===== src/rtl/core/assert_macros.svh =====
// Assertion helpers shared by the RTL; clk and rst_n are taken from the using scope.
`ifndef ASSERT_MACROS_SVH
`define ASSERT_MACROS_SVH

// Same-cycle implication, disabled while in reset.
`define CSC_ASSERT_SAME(label, ante, cons, msg) \
    label: assert property (@(posedge clk) disable iff (!rst_n) (ante) |-> (cons)) \
        else $error(msg);

// Next-cycle implication, disabled while in reset.
`define CSC_ASSERT_NEXT(label, ante, cons, msg) \
    label: assert property (@(posedge clk) disable iff (!rst_n) (ante) |=> (cons)) \
        else $error(msg);

`endif


===== src/rtl/core/csc_pkg.sv =====
package csc_pkg;

    localparam int DEF_MAX_WIDTH  = 2048;
    localparam int DEF_MAX_HEIGHT = 2048;

    localparam int CFG_W     = 12;
    localparam int CFG_IDX_W = 2;
    localparam int PIX_W     = 8;
    localparam int COORD_W   = 11;

    localparam logic [CFG_IDX_W-1:0] CFG_FRAME_WIDTH  = 2'd0;
    localparam logic [CFG_IDX_W-1:0] CFG_FRAME_HEIGHT = 2'd1;

    localparam logic [CFG_W-1:0] RESET_FRAME_WIDTH  = 12'd640;
    localparam logic [CFG_W-1:0] RESET_FRAME_HEIGHT = 12'd480;

    localparam logic [PIX_W-1:0] PIX_BLACK = 8'd0;
    localparam logic [PIX_W-1:0] PIX_WHITE = 8'd255;

    typedef struct packed {
        logic [PIX_W-1:0] pixel;
        logic             frame_start;
    } pix_t;

    typedef struct packed {
        logic [COORD_W-1:0] column;
        logic [COORD_W-1:0] center_row;
        logic               found;
        logic               last_column;
    } res_t;

    // One column's state word in the column memory.
    typedef struct packed {
        logic [PIX_W-1:0]   above;
        logic [COORD_W-1:0] rise_row;
        logic [COORD_W-1:0] fall_row;
        logic               rise_seen;
        logic               fall_seen;
    } entry_t;

    typedef struct packed {
        logic first_row;
        logic last_row;
        logic last_col;
    } flags_t;

endpackage


===== src/rtl/core/csc_counter.sv =====
module csc_counter #(
    parameter int  MAX_WIDTH  = csc_pkg::DEF_MAX_WIDTH,
    parameter int  MAX_HEIGHT = csc_pkg::DEF_MAX_HEIGHT,
    localparam int CW  = (MAX_WIDTH > 1) ? $clog2(MAX_WIDTH) : 1,
    localparam int RW  = (MAX_HEIGHT > 1) ? $clog2(MAX_HEIGHT) : 1,
    localparam int WDW = (CW + 1 > csc_pkg::CFG_W) ? CW + 1 : csc_pkg::CFG_W,
    localparam int HDW = (RW + 1 > csc_pkg::CFG_W) ? RW + 1 : csc_pkg::CFG_W
) (
    input  logic                          clk,
    input  logic                          rst_n,
    input  logic                          cfg_write,
    input  logic [csc_pkg::CFG_IDX_W-1:0] cfg_index,
    input  logic [csc_pkg::CFG_W-1:0]     cfg_data,
    input  logic                          advance,
    input  logic                          frame_start,
    output logic [CW-1:0]                 col,
    output logic [RW-1:0]                 row,
    output csc_pkg::flags_t               flags
);
    import csc_pkg::*;

    logic [CFG_W-1:0] frame_width_reg;
    logic [CFG_W-1:0] frame_height_reg;
    logic [CW-1:0]    col_reg, col_next;
    logic [RW-1:0]    row_reg, row_next;
    logic [WDW-1:0]   width_eff;
    logic [HDW-1:0]   height_eff;

    // Zero acts as one, anything past the maximum saturates.
    always_comb
    begin
        if (frame_width_reg == '0)
            width_eff = WDW'(1);
        else if (WDW'(frame_width_reg) > WDW'(MAX_WIDTH))
            width_eff = WDW'(MAX_WIDTH);
        else
            width_eff = WDW'(frame_width_reg);

        if (frame_height_reg == '0)
            height_eff = HDW'(1);
        else if (HDW'(frame_height_reg) > HDW'(MAX_HEIGHT))
            height_eff = HDW'(MAX_HEIGHT);
        else
            height_eff = HDW'(frame_height_reg);
    end

    always_comb
    begin
        col = frame_start ? '0 : col_reg;
        row = frame_start ? '0 : row_reg;

        flags.first_row = (row == '0);
        flags.last_col  = (WDW'(col) + WDW'(1)) >= width_eff;
        flags.last_row  = (HDW'(row) + HDW'(1)) >= height_eff;

        if (flags.last_col)
        begin
            col_next = '0;
            row_next = flags.last_row ? '0 : row + RW'(1);
        end
        else
        begin
            col_next = col + CW'(1);
            row_next = row;
        end
    end

    always_ff @(posedge clk or negedge rst_n)
    begin
        if (!rst_n)
        begin
            frame_width_reg  <= RESET_FRAME_WIDTH;
            frame_height_reg <= RESET_FRAME_HEIGHT;
            col_reg          <= '0;
            row_reg          <= '0;
        end
        else
        begin
            if (cfg_write && cfg_index == CFG_FRAME_WIDTH)
                frame_width_reg <= cfg_data;
            if (cfg_write && cfg_index == CFG_FRAME_HEIGHT)
                frame_height_reg <= cfg_data;
            if (advance)
            begin
                col_reg <= col_next;
                row_reg <= row_next;
            end
        end
    end

endmodule


===== config.mk =====
export PLATFORM = sky130hd
export DESIGN_NAME = csc_counter
export DESIGN_NICKNAME = d
export VERILOG_FILES = /design/src/rtl/core/assert_macros.svh /design/src/rtl/core/csc_pkg.sv /design/src/rtl/core/csc_counter.sv
export SDC_FILE = /design/constraint.sdc
export NUM_CORES = 1
export LEC_CHECK = 0
export ABC_AREA = 1
export BUFFER_PORTS_ARGS = -buffer_cell sky130_fd_sc_hd__buf_2
export CAP_MARGIN = 20
export CORE_UTILIZATION = 55
export DETAILED_ROUTE_END_ITERATION = 6
export GPL_ROUTABILITY_DRIVEN = 0
export GPL_TIMING_DRIVEN = 0
export PLACE_DENSITY = 0.76
export SETUP_SLACK_MARGIN = 0.05
export SLEW_MARGIN = 20
export SYNTH_ARGS = -nofsm -noshare
export SYNTH_HDL_FRONTEND = slang
export SYNTH_SLANG_ARGS = --single-unit

===== constraint.sdc =====
create_clock -name clk -period 3 [get_ports clk]
set_input_delay 0.45 -clock clk [delete_from_list [all_inputs] [get_ports clk]]
set_output_delay 0.45 -clock clk [all_outputs]
set_load 0.05 [all_outputs]

==> results list <==
- Status: finished, final reports clean
* Leakage power of the design: 2.31 nW
* Number of iterations in the first detailed-routing pass: 5
* Switching portion of total power: 36.7%
- Type of the worst setup path: in2out
* Placed wire-length estimate: 6.18 mm
- In this run, the combinational gates consume 36.1% of the power.
- Delay-heaviest family, CP: simple AND/OR/NAND/NOR gates
* Number of violations reported at the end of detailed-routing iteration 0: 246
* Actual transition at the worst max-transition pin: 595 ps
* Worst hold path type: in2async
- The repair_antennas step left the layout with diodes totalling 0.
- Sum of buffers and inverters on the critical path: 5
- Number of instances in the synthesized netlist: 481
- Number of vias per cell: 5.30
* Fraction of final layout cells sized beyond drive strength 1: 31.8%
* Routed length per instance: 14.2 um
* CTS tree: built
- Peak supply drop: 0.271 mV
- Data on the critical path arrives at its endpoint at 2510 ps.
* Layout-stage area growth over the synthesis result: 27.6%
* Maximum buffer depth of the clock tree: 2
- Area enclosed by the die boundary: 6590 um^2
* CTS root buffer: sky130_fd_sc_hd__clkbuf_8
* PwrDens: 485 nW/um^2
* Count of clock tree sinks: 46
* Initial core utilization: 57.5%
- Maximum clock rate: 0.337 GHz
- Max-slew violation total from the final report: 0
* Placement-stage cell area: 3820 um^2
- The floorplan has 28 rows.
* Global-route wire length before repair: 14.2 mm
- STA classifies the critical path startpoint as an input port.
* Non-Filler Cell Area, Final: 4400 um^2
* Slowest cell on the critical path: sky130_fd_sc_hd__ha_1
- Summed over all layers, the global routing overflow is 0.
* Wirelength, routed: 8.97 mm
- FILL cells: 478
- In this run the remaining antenna-violating nets after routing total 0.
- Clock latency on the worst-skew pair, taken at its later pin, is 310 ps.
- Counting flops and latches in the post-synthesis netlist gives 46.
- Entering global routing, the biggest net connects 47 pins.
- Chip Width: 81.2 um
- Maximum fanout along the worst path: 9
- Clock-pin slew on the worst setup and hold paths: 90 ps
- Async S/R FF share, synth: 100%
- Highest-count cells in the layout ignoring fill and taps: sky130_fd_sc_hd__nand2_1 (136), sky130_fd_sc_hd__inv_1 (64), sky130_fd_sc_hd__buf_2 (41)
* All-Layer GR Usage: 28.6%
- Area of the mapped netlist: 3450 um^2
- The count of buffers added on input and output ports is 43.
- Synthesized net count: 527
- Yosys mapped a number of flops with a built-in enable equal to 0.
- The number of antenna violations at the first check in global routing came to 0.
- Multi-input combinational cell area: 2170 um^2
- The routed design uses 4.48 mm of met2 wire.
- Distinct cells, synth: 39
- The floorplan step set the die height to 81.2 um.
* Area of all sequential standard cells: 1160 um^2
- Dominant synthesized flop cell: sky130_fd_sc_hd__dfrtp_1
- The H-tree generated during clock tree synthesis spans 2 levels.
* Total via count in the routed design: 3360
- The clock arrives with 5.71 ps of skew.
* Hold Buf Count CTS: 0
- In the detailed route, the total length drawn on met3 is 325 um.
- Timing analysis after detailed placement gives a worst setup slack of -310 ps.
* Count of yosys warnings during synthesis: 0
- Max Used Layer: met4
* RSZ-0062 raised after global routing: true
- For the worst setup path, the data required time is 2550 ps.
- Final standard cell utilization of the core: 73.4%
- Per-instance average area after synthesis: 7.17 um^2
* Final clock period utilization by the worst path: 98.8%
- Total of endpoints with negative setup slack in the final report: 0
- In this run, the clock network consumes 27.4% of the power.
- Total CTS buffers: 5
* Tightest slew margin relative to the limit: 60.3%
* Final setup slack of the worst path: 35.1 ps
* Via count of the first global-routing pass: 3099
- The signal on the critical path passes through buf_6, inv_4, buf_8, buf_6, nand3_2, nor2_4, nand4_2, xor2_2, ha_1, nand2_1, nor2_4, nand2_2, nor2_2, nand2_2, nand2_4, buf_8.
* Total Power Consumption: 0.00214 W
* Routed metal-1 wire length: 3.98 mm
- The worst setup path is captured at a primary output.
- Final net count: 604
* Crit path largest cell delay: 320 ps
- Top cell type's share of synthesized area: 29.0%
- Seq pwr share: 36.5%
- Sequential-to-total area share from yosys stat: 33.6%
- Final Hold Viols: 0
- Sorting the synthesized cells by area gives the leading types as sky130_fd_sc_hd__dfrtp_1 (29%), sky130_fd_sc_hd__nand2_1 (16%), sky130_fd_sc_hd__ha_1 (9.8%).
* Total DRC errors in the routed layout: 0
- The region available for standard cell placement spans 5990 um^2.
- The library cell used most frequently in the layout, excluding fill and tap cells, is sky130_fd_sc_hd__nand2_1.
- Final critical delay including setup and external delays: 2960 ps
- Maximum Capacitance Violations: 0
- In this run the power spent charging and discharging nets is 0.000785 W.
- Yosys top cell by area: sky130_fd_sc_hd__dfrtp_1
- Cell internal pwr: 0.00135 W
* Boundary Pins: 44
metal layers:
metal  global-route usage (%)  vias to the layer above
li1                         -                     1677
met1                     36.8                     1567
met2                     48.2                       99
met3                     4.72                       17
met4                     10.4                        0
met5                        0                        -
layout make-up:
type                            instances  share of cell area, %
Multi-Input combinational cell        348                   49.4
Sequential cell                        46                   26.4
Timing Repair Buffer                   70                   10.3
Inverter                               76                   6.85
Tap cell                               75                   2.13
Clock buffer                            6                   1.88
Buffer                                 11                   1.68
Clock inverter                          2                   1.37
power groups by stage:
stage / clock (W) / sequential, W / combinational, W
floorplan: 0 / 0.000765 / 0.000491
global placement: 0 / 0.000780 / 0.000613
detailed placement: 0 / 0.000782 / 0.000629
CTS: 0.000588 / 0.000773 / 0.000704
global route: 0.000615 / 0.000790 / 0.000854
finish: 0.000585 / 0.000779 / 0.000771
Yosys cell counts, types with 4 or more instances:
master and count:
sky130_fd_sc_hd__a21oi_1 7, sky130_fd_sc_hd__clkbuf_1 5, sky130_fd_sc_hd__dfrtp_1 40, sky130_fd_sc_hd__dfstp_2 6, sky130_fd_sc_hd__ha_1 27, sky130_fd_sc_hd__inv_1 68, sky130_fd_sc_hd__inv_2 6, sky130_fd_sc_hd__nand2_1 147
sky130_fd_sc_hd__nand2_2 9, sky130_fd_sc_hd__nand3_1 25, sky130_fd_sc_hd__nand3_2 8, sky130_fd_sc_hd__nand4_1 5, sky130_fd_sc_hd__nor2_1 41, sky130_fd_sc_hd__nor2_2 7, sky130_fd_sc_hd__nor2_4 5, sky130_fd_sc_hd__nor3_1 4
sky130_fd_sc_hd__nor4_1 5, sky130_fd_sc_hd__o21ai_0 28, sky130_fd_sc_hd__o22ai_1 6
worst paths after layout:
kind | startpoint | endpoint | slack, ps | cells past startpoint
setup / recovery | frame_start | flags[1] | 40 | 16
hold reg to reg | frame_width_reg[9]$_DFFE_PN1P_ | frame_width_reg[9]$_DFFE_PN1P_ | 520 | 2
hold / removal | rst_n | frame_width_reg[8]$_DFFE_PN0P_ | 150 | 1
max in group asynchronous | rst_n | row_reg[2]$_DFFE_PN0P_ | 2430 | 1
min in group clk | cfg_data[5] | frame_height_reg[5]$_DFFE_PN1P_ | 410 | 3
setup reg to reg | col_reg[1]$_DFFE_PN0P_ | row_reg[0]$_DFFE_PN0P_ | 240 | 18
kinds of logic after synthesis:
family	after synthesis	share of synthesized area, %
DFF	46	33.6
buffers and inverters	87	10.4
adders and majority gates	27	9.80
and+or+nand+nor	266	36.3
xor gates and xnor gates	5	1.49
AOI/OAI and AO/OA	50	8.38
stage by stage:
stage | hold slack, ps | setup TNS, ps | std cells
final | 147 | 0 | 634
after global routing | 190 | -91.4 | 634
after CTS | 363 | 0 | 625
after detailed placement | 492 | -3240 | 599
after global placement | 481 | -2120 | 599
after floorplan | 154 | 0 | 481
what timing repair did:
item	4_1_cts	5_1_grt
endpoints found under the setup margin	2	12
hold endpoints to repair	0	0
gates resized for setup	36	15
pin swaps	27	11
setup buffers	18	9
Note: power is estimated with default switching activity, not from simulation.
