[config.mk]
export PLATFORM = sky130hd
export DESIGN_NAME = csc_update_flat
export DESIGN_NICKNAME = d
export VERILOG_FILES = /design/src/rtl/core/assert_macros.svh /design/src/rtl/core/csc_pkg.sv /design/src/rtl/core/csc_stream_if.sv /design/src/rtl/core/csc_update.sv /design/src/flat_wrapper.sv
export SDC_FILE = /design/constraint.sdc
export NUM_CORES = 1
export LEC_CHECK = 0
export BUFFER_PORTS_ARGS = -buffer_cell sky130_fd_sc_hd__buf_2
export CAP_MARGIN = 5
export CORE_MARGIN = 4
export CORE_UTILIZATION = 44
export DETAILED_ROUTE_END_ITERATION = 10
export PLACE_DENSITY = 0.76
export SKIP_CTS_REPAIR_TIMING = 1
export SYNTH_ARGS = -nofsm -noshare
export SYNTH_HDL_FRONTEND = slang
export SYNTH_SLANG_ARGS = --single-unit
[constraint.sdc]
create_clock -name clk -period 1.68 [get_ports clk]
set_input_delay 0.168 -clock clk [delete_from_list [all_inputs] [get_ports clk]]
set_output_delay 0.168 -clock clk [all_outputs]
set_load 0.03 [all_outputs]
[src/rtl/core/assert_macros.svh]
// Assertion helpers shared by the RTL; clk and rst_n are taken from the using scope.
`ifndef ASSERT_MACROS_SVH
`define ASSERT_MACROS_SVH

// Same-cycle implication, disabled while in reset.
`define CSC_ASSERT_SAME(label, ante, cons, msg) \
    label: assert property (@(posedge clk) disable iff (!rst_n) (ante) |-> (cons)) \
        else $error(msg);

// Next-cycle implication, disabled while in reset.
`define CSC_ASSERT_NEXT(label, ante, cons, msg) \
    label: assert property (@(posedge clk) disable iff (!rst_n) (ante) |=> (cons)) \
        else $error(msg);

`endif

[src/rtl/core/csc_pkg.sv]
package csc_pkg;

    localparam int DEF_MAX_WIDTH  = 2048;
    localparam int DEF_MAX_HEIGHT = 2048;

    localparam int CFG_W     = 12;
    localparam int CFG_IDX_W = 2;
    localparam int PIX_W     = 8;
    localparam int COORD_W   = 11;

    localparam logic [CFG_IDX_W-1:0] CFG_FRAME_WIDTH  = 2'd0;
    localparam logic [CFG_IDX_W-1:0] CFG_FRAME_HEIGHT = 2'd1;

    localparam logic [CFG_W-1:0] RESET_FRAME_WIDTH  = 12'd640;
    localparam logic [CFG_W-1:0] RESET_FRAME_HEIGHT = 12'd480;

    localparam logic [PIX_W-1:0] PIX_BLACK = 8'd0;
    localparam logic [PIX_W-1:0] PIX_WHITE = 8'd255;

    typedef struct packed {
        logic [PIX_W-1:0] pixel;
        logic             frame_start;
    } pix_t;

    typedef struct packed {
        logic [COORD_W-1:0] column;
        logic [COORD_W-1:0] center_row;
        logic               found;
        logic               last_column;
    } res_t;

    // One column's state word in the column memory.
    typedef struct packed {
        logic [PIX_W-1:0]   above;
        logic [COORD_W-1:0] rise_row;
        logic [COORD_W-1:0] fall_row;
        logic               rise_seen;
        logic               fall_seen;
    } entry_t;

    typedef struct packed {
        logic first_row;
        logic last_row;
        logic last_col;
    } flags_t;

endpackage

[src/rtl/core/csc_stream_if.sv]
interface csc_stream_if #(
    parameter type payload_t = logic
);
    logic     valid;
    logic     ready;
    payload_t payload;

    modport source (output valid, output payload, input ready);
    modport sink   (input valid, input payload, output ready);
endinterface

[src/rtl/core/csc_update.sv]
module csc_update #(
    parameter int  MAX_WIDTH  = csc_pkg::DEF_MAX_WIDTH,
    parameter int  MAX_HEIGHT = csc_pkg::DEF_MAX_HEIGHT,
    localparam int CW = (MAX_WIDTH > 1) ? $clog2(MAX_WIDTH) : 1,
    localparam int RW = (MAX_HEIGHT > 1) ? $clog2(MAX_HEIGHT) : 1
) (
    input  logic                      clk,
    input  logic                      rst_n,
    input  logic                      load,
    output logic                      load_ready,
    input  logic [csc_pkg::PIX_W-1:0] px,
    input  logic [CW-1:0]             col,
    input  logic [RW-1:0]             row,
    input  csc_pkg::flags_t           flags,
    input  csc_pkg::entry_t           rd_data,
    output logic                      wr_en,
    output logic [CW-1:0]             wr_addr,
    output csc_pkg::entry_t           wr_data,
    csc_stream_if.source              res
);
    import csc_pkg::*;

    logic               s1_valid_reg;
    logic [CW-1:0]      s1_col_reg;
    logic [RW-1:0]      s1_row_reg;
    logic [PIX_W-1:0]   s1_px_reg;
    flags_t             s1_flags_reg;
    logic               fwd_reg;
    entry_t             fwd_data_reg;
    logic               out_valid_reg;
    res_t               out_reg;

    entry_t             entry;
    entry_t             entry_new;
    logic [COORD_W-1:0] row_above;
    logic [COORD_W:0]   edge_sum;
    logic               found;
    logic               s1_fire;

    // A back-to-back access to the column just written reads stale memory data.
    assign entry     = fwd_reg ? fwd_data_reg : rd_data;
    assign row_above = COORD_W'(s1_row_reg - RW'(1));

    always_comb
    begin
        entry_new       = entry;
        entry_new.above = s1_px_reg;
        if (s1_flags_reg.first_row)
        begin
            entry_new.rise_seen = 1'b0;
            entry_new.fall_seen = 1'b0;
        end
        else if (entry.above == PIX_BLACK && s1_px_reg == PIX_WHITE)
        begin
            entry_new.rise_row  = row_above;
            entry_new.rise_seen = 1'b1;
        end
        else if (entry.above == PIX_WHITE && s1_px_reg == PIX_BLACK)
        begin
            entry_new.fall_row  = row_above;
            entry_new.fall_seen = 1'b1;
        end
    end

    assign found    = entry_new.rise_seen && entry_new.fall_seen;
    assign edge_sum = {1'b0, entry_new.rise_row} + {1'b0, entry_new.fall_row};

    // Stall only a last-row item that finds the output register full.
    assign s1_fire    = s1_valid_reg && (!s1_flags_reg.last_row || !out_valid_reg || res.ready);
    assign load_ready = !s1_valid_reg || s1_fire;

    assign wr_en   = s1_fire;
    assign wr_addr = s1_col_reg;
    assign wr_data = entry_new;

    assign res.valid   = out_valid_reg;
    assign res.payload = out_reg;

    always_ff @(posedge clk or negedge rst_n)
    begin
        if (!rst_n)
        begin
            s1_valid_reg  <= 1'b0;
            fwd_reg       <= 1'b0;
            out_valid_reg <= 1'b0;
        end
        else
        begin
            if (load)
            begin
                s1_valid_reg <= 1'b1;
                fwd_reg      <= s1_fire && (s1_col_reg == col);
            end
            else if (s1_fire)
            begin
                s1_valid_reg <= 1'b0;
            end

            if (s1_fire && s1_flags_reg.last_row)
                out_valid_reg <= 1'b1;
            else if (res.ready)
                out_valid_reg <= 1'b0;
        end
    end

    always_ff @(posedge clk)
    begin
        if (load)
        begin
            s1_col_reg   <= col;
            s1_row_reg   <= row;
            s1_px_reg    <= px;
            s1_flags_reg <= flags;
            fwd_data_reg <= entry_new;
        end
        if (s1_fire && s1_flags_reg.last_row)
        begin
            out_reg.column      <= COORD_W'(s1_col_reg);
            out_reg.center_row  <= found ? edge_sum[COORD_W:1] : '0;
            out_reg.found       <= found;
            out_reg.last_column <= s1_flags_reg.last_col;
        end
    end

endmodule

[src/flat_wrapper.sv]
// flat-port wrapper written by rule: the top's interface ports become plain ports
module csc_update_flat import csc_pkg::*;
#(
    parameter int  MAX_WIDTH  = csc_pkg::DEF_MAX_WIDTH,
    parameter int  MAX_HEIGHT = csc_pkg::DEF_MAX_HEIGHT,
    localparam int CW = (MAX_WIDTH > 1) ? $clog2(MAX_WIDTH) : 1,
    localparam int RW = (MAX_HEIGHT > 1) ? $clog2(MAX_HEIGHT) : 1
)
  (clk, rst_n, load, load_ready, px, col, row, flags, rd_data, wr_en, wr_addr, wr_data, res_valid, res_payload, res_ready);
  csc_stream_if res_i ();
  input  logic clk;
  input  logic rst_n;
  input  logic load;
  output logic load_ready;
  input  logic [csc_pkg::PIX_W-1:0] px;
  input  logic [CW-1:0] col;
  input  logic [RW-1:0] row;
  input  csc_pkg::flags_t flags;
  input  csc_pkg::entry_t rd_data;
  output logic wr_en;
  output logic [CW-1:0] wr_addr;
  output csc_pkg::entry_t wr_data;
  output wire logic [$bits(res_i.valid)-1:0] res_valid;
  output wire logic [$bits(res_i.payload)-1:0] res_payload;
  input wire logic [$bits(res_i.ready)-1:0] res_ready;
  assign res_valid = res_i.valid;
  assign res_payload = res_i.payload;
  assign res_i.ready = res_ready;
  csc_update #(.MAX_WIDTH(MAX_WIDTH), .MAX_HEIGHT(MAX_HEIGHT)) u_core (.clk(clk), .rst_n(rst_n), .load(load), .load_ready(load_ready), .px(px), .col(col), .row(row), .flags(flags), .rd_data(rd_data), .wr_en(wr_en), .wr_addr(wr_addr), .wr_data(wr_data), .res(res_i));
endmodule
==> results.md <==
* HP Class: in -> reg
* Final HPWL DP at 5525 µm
* Worst setup margin at -771.9 ps
* Total Wirelength at 8171 µm
* Synthesis Warnings at 0
* Synth Instances at 197
* Worst Path Class, Setup: reg -> out
* Vias in the first global route at 2290
* R2r setup slk at -330 ps
* Initial core utilization at 45.46%
* Leak Pwr at 0.001929 µW
* Post-route ant nets at 0
* Syn-to-layout area delta at 61.04%
* Clk buf depth at 2
* Core Region at 0.006832 mm²
* Fin nets at 441
* DRC at 0
* Area contributors post-synth: edfxtp_1 64%, mux2i_1 15%, xor2_1 3.9%
* CP arrival at 2280 ps
* Via Count at 2321
* Area of the die at 0.008466 mm²
* Clock Tree Root: clkbuf_8
* Worst hold path depth at 1
* GRT Residual Overflow at 0
* Reg2Reg Launch Point: u_core.fwd_reg$_DFFE_PN0P_
* Status: finished with violations
* Largest area contributor in the netlist: edfxtp_1
* Syn Area/Cell at 15.76 µm²
* Post-Syn Area at 0.003105 mm²
* Placed Area at 0.004202 mm²
* Total CTS buffers at 9
* Critical Path Start Type: flip-flop
* Period utilization at 145.9%
* R2R Path End: u_core.fwd_data_reg[14]$_DFFE_PP_
* Non-Filler Instances at 472
* Post-synthesis sequential area ratio at 66.24%
* ANT cells at 0
* Placed cell count at 427
* Final hold vios at 0
* Port bufs at 115
* Top cell type's share of synthesized area at 63.82%
* Hold EP: u_core.wr_addr[9]$_DFFE_PP_
* Tmin final at 2452 ps
* 1st-iter DRT viols at 56
* Synthesized net count at 267
* Largest register FFs at 32
* Critical path endpoint category: primary output
* Max cap viols at 0
* CP required at 1510 ps
* PwrDens at 871.6 mW/mm²
* FMAX at 0.4078 GHz
* Finish-stage setup viols at 48
* RePlAce Congestion at 0.8153
* Clock Latency Late Sink at 340 ps
* Multi-input logic area at 0.001330 mm²
* Fill cell count at 469
* Layout cells sized above 1 at 52.13%
* FF/Latch Area at 0.002058 mm²
* Hold wc startpoint: col[9]
* Design Area, Final at 0.005001 mm²
* RSZ-0062 raised after global routing: yes
* Netlist cell types at 36
* Worst vdd ir at 585.3 µV
* Clk pin slew, worst setup/hold paths at 70 ps
* Slew margin rel. at 63.53%
* DR WL/cell at 17.31 µm
* Row count at 30
* Pin slew with the least headroom to its limit at 543.2 ps
* Largest net degree at the start of global routing at 24
* Reg2Reg Depth at 7
* Sink Count at 69
* First-pass DRT Iterations at 4
* Clock Skew at 13.10 ps
* CTS tree: yes
* Failing checks: negative setup slack
* Io pins at 116
* First-pass GRT wire length at 11310 µm
* Vert. Die Dim at 92.01 µm
* CTS HTree Levels at 3
* Chip width at 92.01 µm
* Yosys reg bits at 69
* Setup TNS at -24140 ps
* Crit-path max FO at 6
* Number of antenna violations at the first check in global routing at 0
* Overall Global Routing Usage at 17.67%
* Via density at 4.917
* Max-slew violations at 0
-- worst max path at each step --
stage,endpoint,from
finish,wr_data[16],u_core.fwd_reg$_DFFE_PN0P_
global route,wr_data[16],u_core.fwd_reg$_DFFE_PN0P_
CTS,wr_data[17],u_core.fwd_data_reg[29]$_DFFE_PP_
detailed placement,wr_data[17],u_core.fwd_data_reg[29]$_DFFE_PP_
global placement,wr_data[7],u_core.s1_px_reg[5]$_DFFE_PP_
floorplan,u_core.fwd_data_reg[4]$_DFFE_PP_,u_core.s1_px_reg[5]$_DFFE_PP_
-- cell type report --
class	count	share of cell area, %
inverter	3	0.2252
clock buffer	11	2.827
timing repair buffer	169	25.12
tap	96	2.402
clock inverter	5	1.676
multi-input combinational	119	26.60
sequential	69	41.16
-- cells in the mapped netlist --
cell type	count
buf_6	3
nor3_2	1
and3_1	1
xor2_1	14
mux2i_1	48
dfrtp_1	3
nor4_2	1
nand3_1	6
a41o_1	1
buf_2	3
and2_1	1
nand3b_1	2
a22oi_1	1
edfxtp_1	66
and4_1	1
o22ai_1	1
nor2b_1	2
nor3_1	5
nand2b_1	1
o21bai_1	1
or3_1	1
o21ai_1	2
inv_1	2
a21o_1	1
or4_1	1
nor4_1	3
nand2_1	4
a21oi_1	1
inv_2	1
ha_1	1
nor4_4	1
nand4_2	1
nand4b_1	1
nor2_1	5
nand4_1	4
xnor2_1	6
-- through the flow --
step | hold slack [ps] | setup WS, ps | utilization [%] | total power [µW]
after global placement | -26.10 | -366.7 | 61.50 | 2746
after CTS | -410.8 | -826.5 | 64.80 | 4278
final | 30.00 | -771.9 | 73.21 | 4359
after global routing | 10.43 | -874.4 | 73.21 | 4545
after detailed placement | -28.33 | -408.0 | 61.50 | 2765
after floorplan | -127.6 | -483.1 | - | 2478
-- per-layer routing --
layer	up-vias	wire length, µm	track usage (%)
li1	1111	-	-
met1	1123	3094	21.04
met2	72	4514	30.41
met3	15	382	3.938
met4	0	180	8.168
met5	-	0	0
-- worst max-delay path, cell delays in order, from the launching register on --
cell       delay [ps]
dfrtp_2           440
mux2i_2           250
nand4_1           170
nor4_4            280
buf_4             200
clkbuf_16         190
mux2i_4           260
buf_6             160
-- cell families after synthesis --
logic type | count (synthesis) | synth area share, %
flops | 69 | 66.24
mux | 48 | 15.47
simple gates | 42 | 8.582
xor+xnor | 20 | 5.641
buf+inv | 9 | 1.934
compound gates | 8 | 1.733
fa+ha+maj | 1 | 0.4028
-- placed cells by master (no fill, tap or decap), drive strengths merged, types with 2 or more instances in the layout --
cell / n
buf: 144
edfxtp: 66
mux2i: 48
dlygate4sd3: 24
xor2: 14
clkbuf: 12
nand3: 6
xnor2: 6
nor3: 6
nor2: 5
nand4: 5
nor4: 5
nand2: 4
inv: 4
dfrtp: 3
nor2b: 2
nand3b: 2
bufinv: 2
clkinvlp: 2
o21ai: 2
-- power breakdown --
part           internal (µW)  switching, µW
clock                    882            626
sequential              2030           69.8
combinational            330            416
No activity file was read; power rests on OpenSTA's default activity.
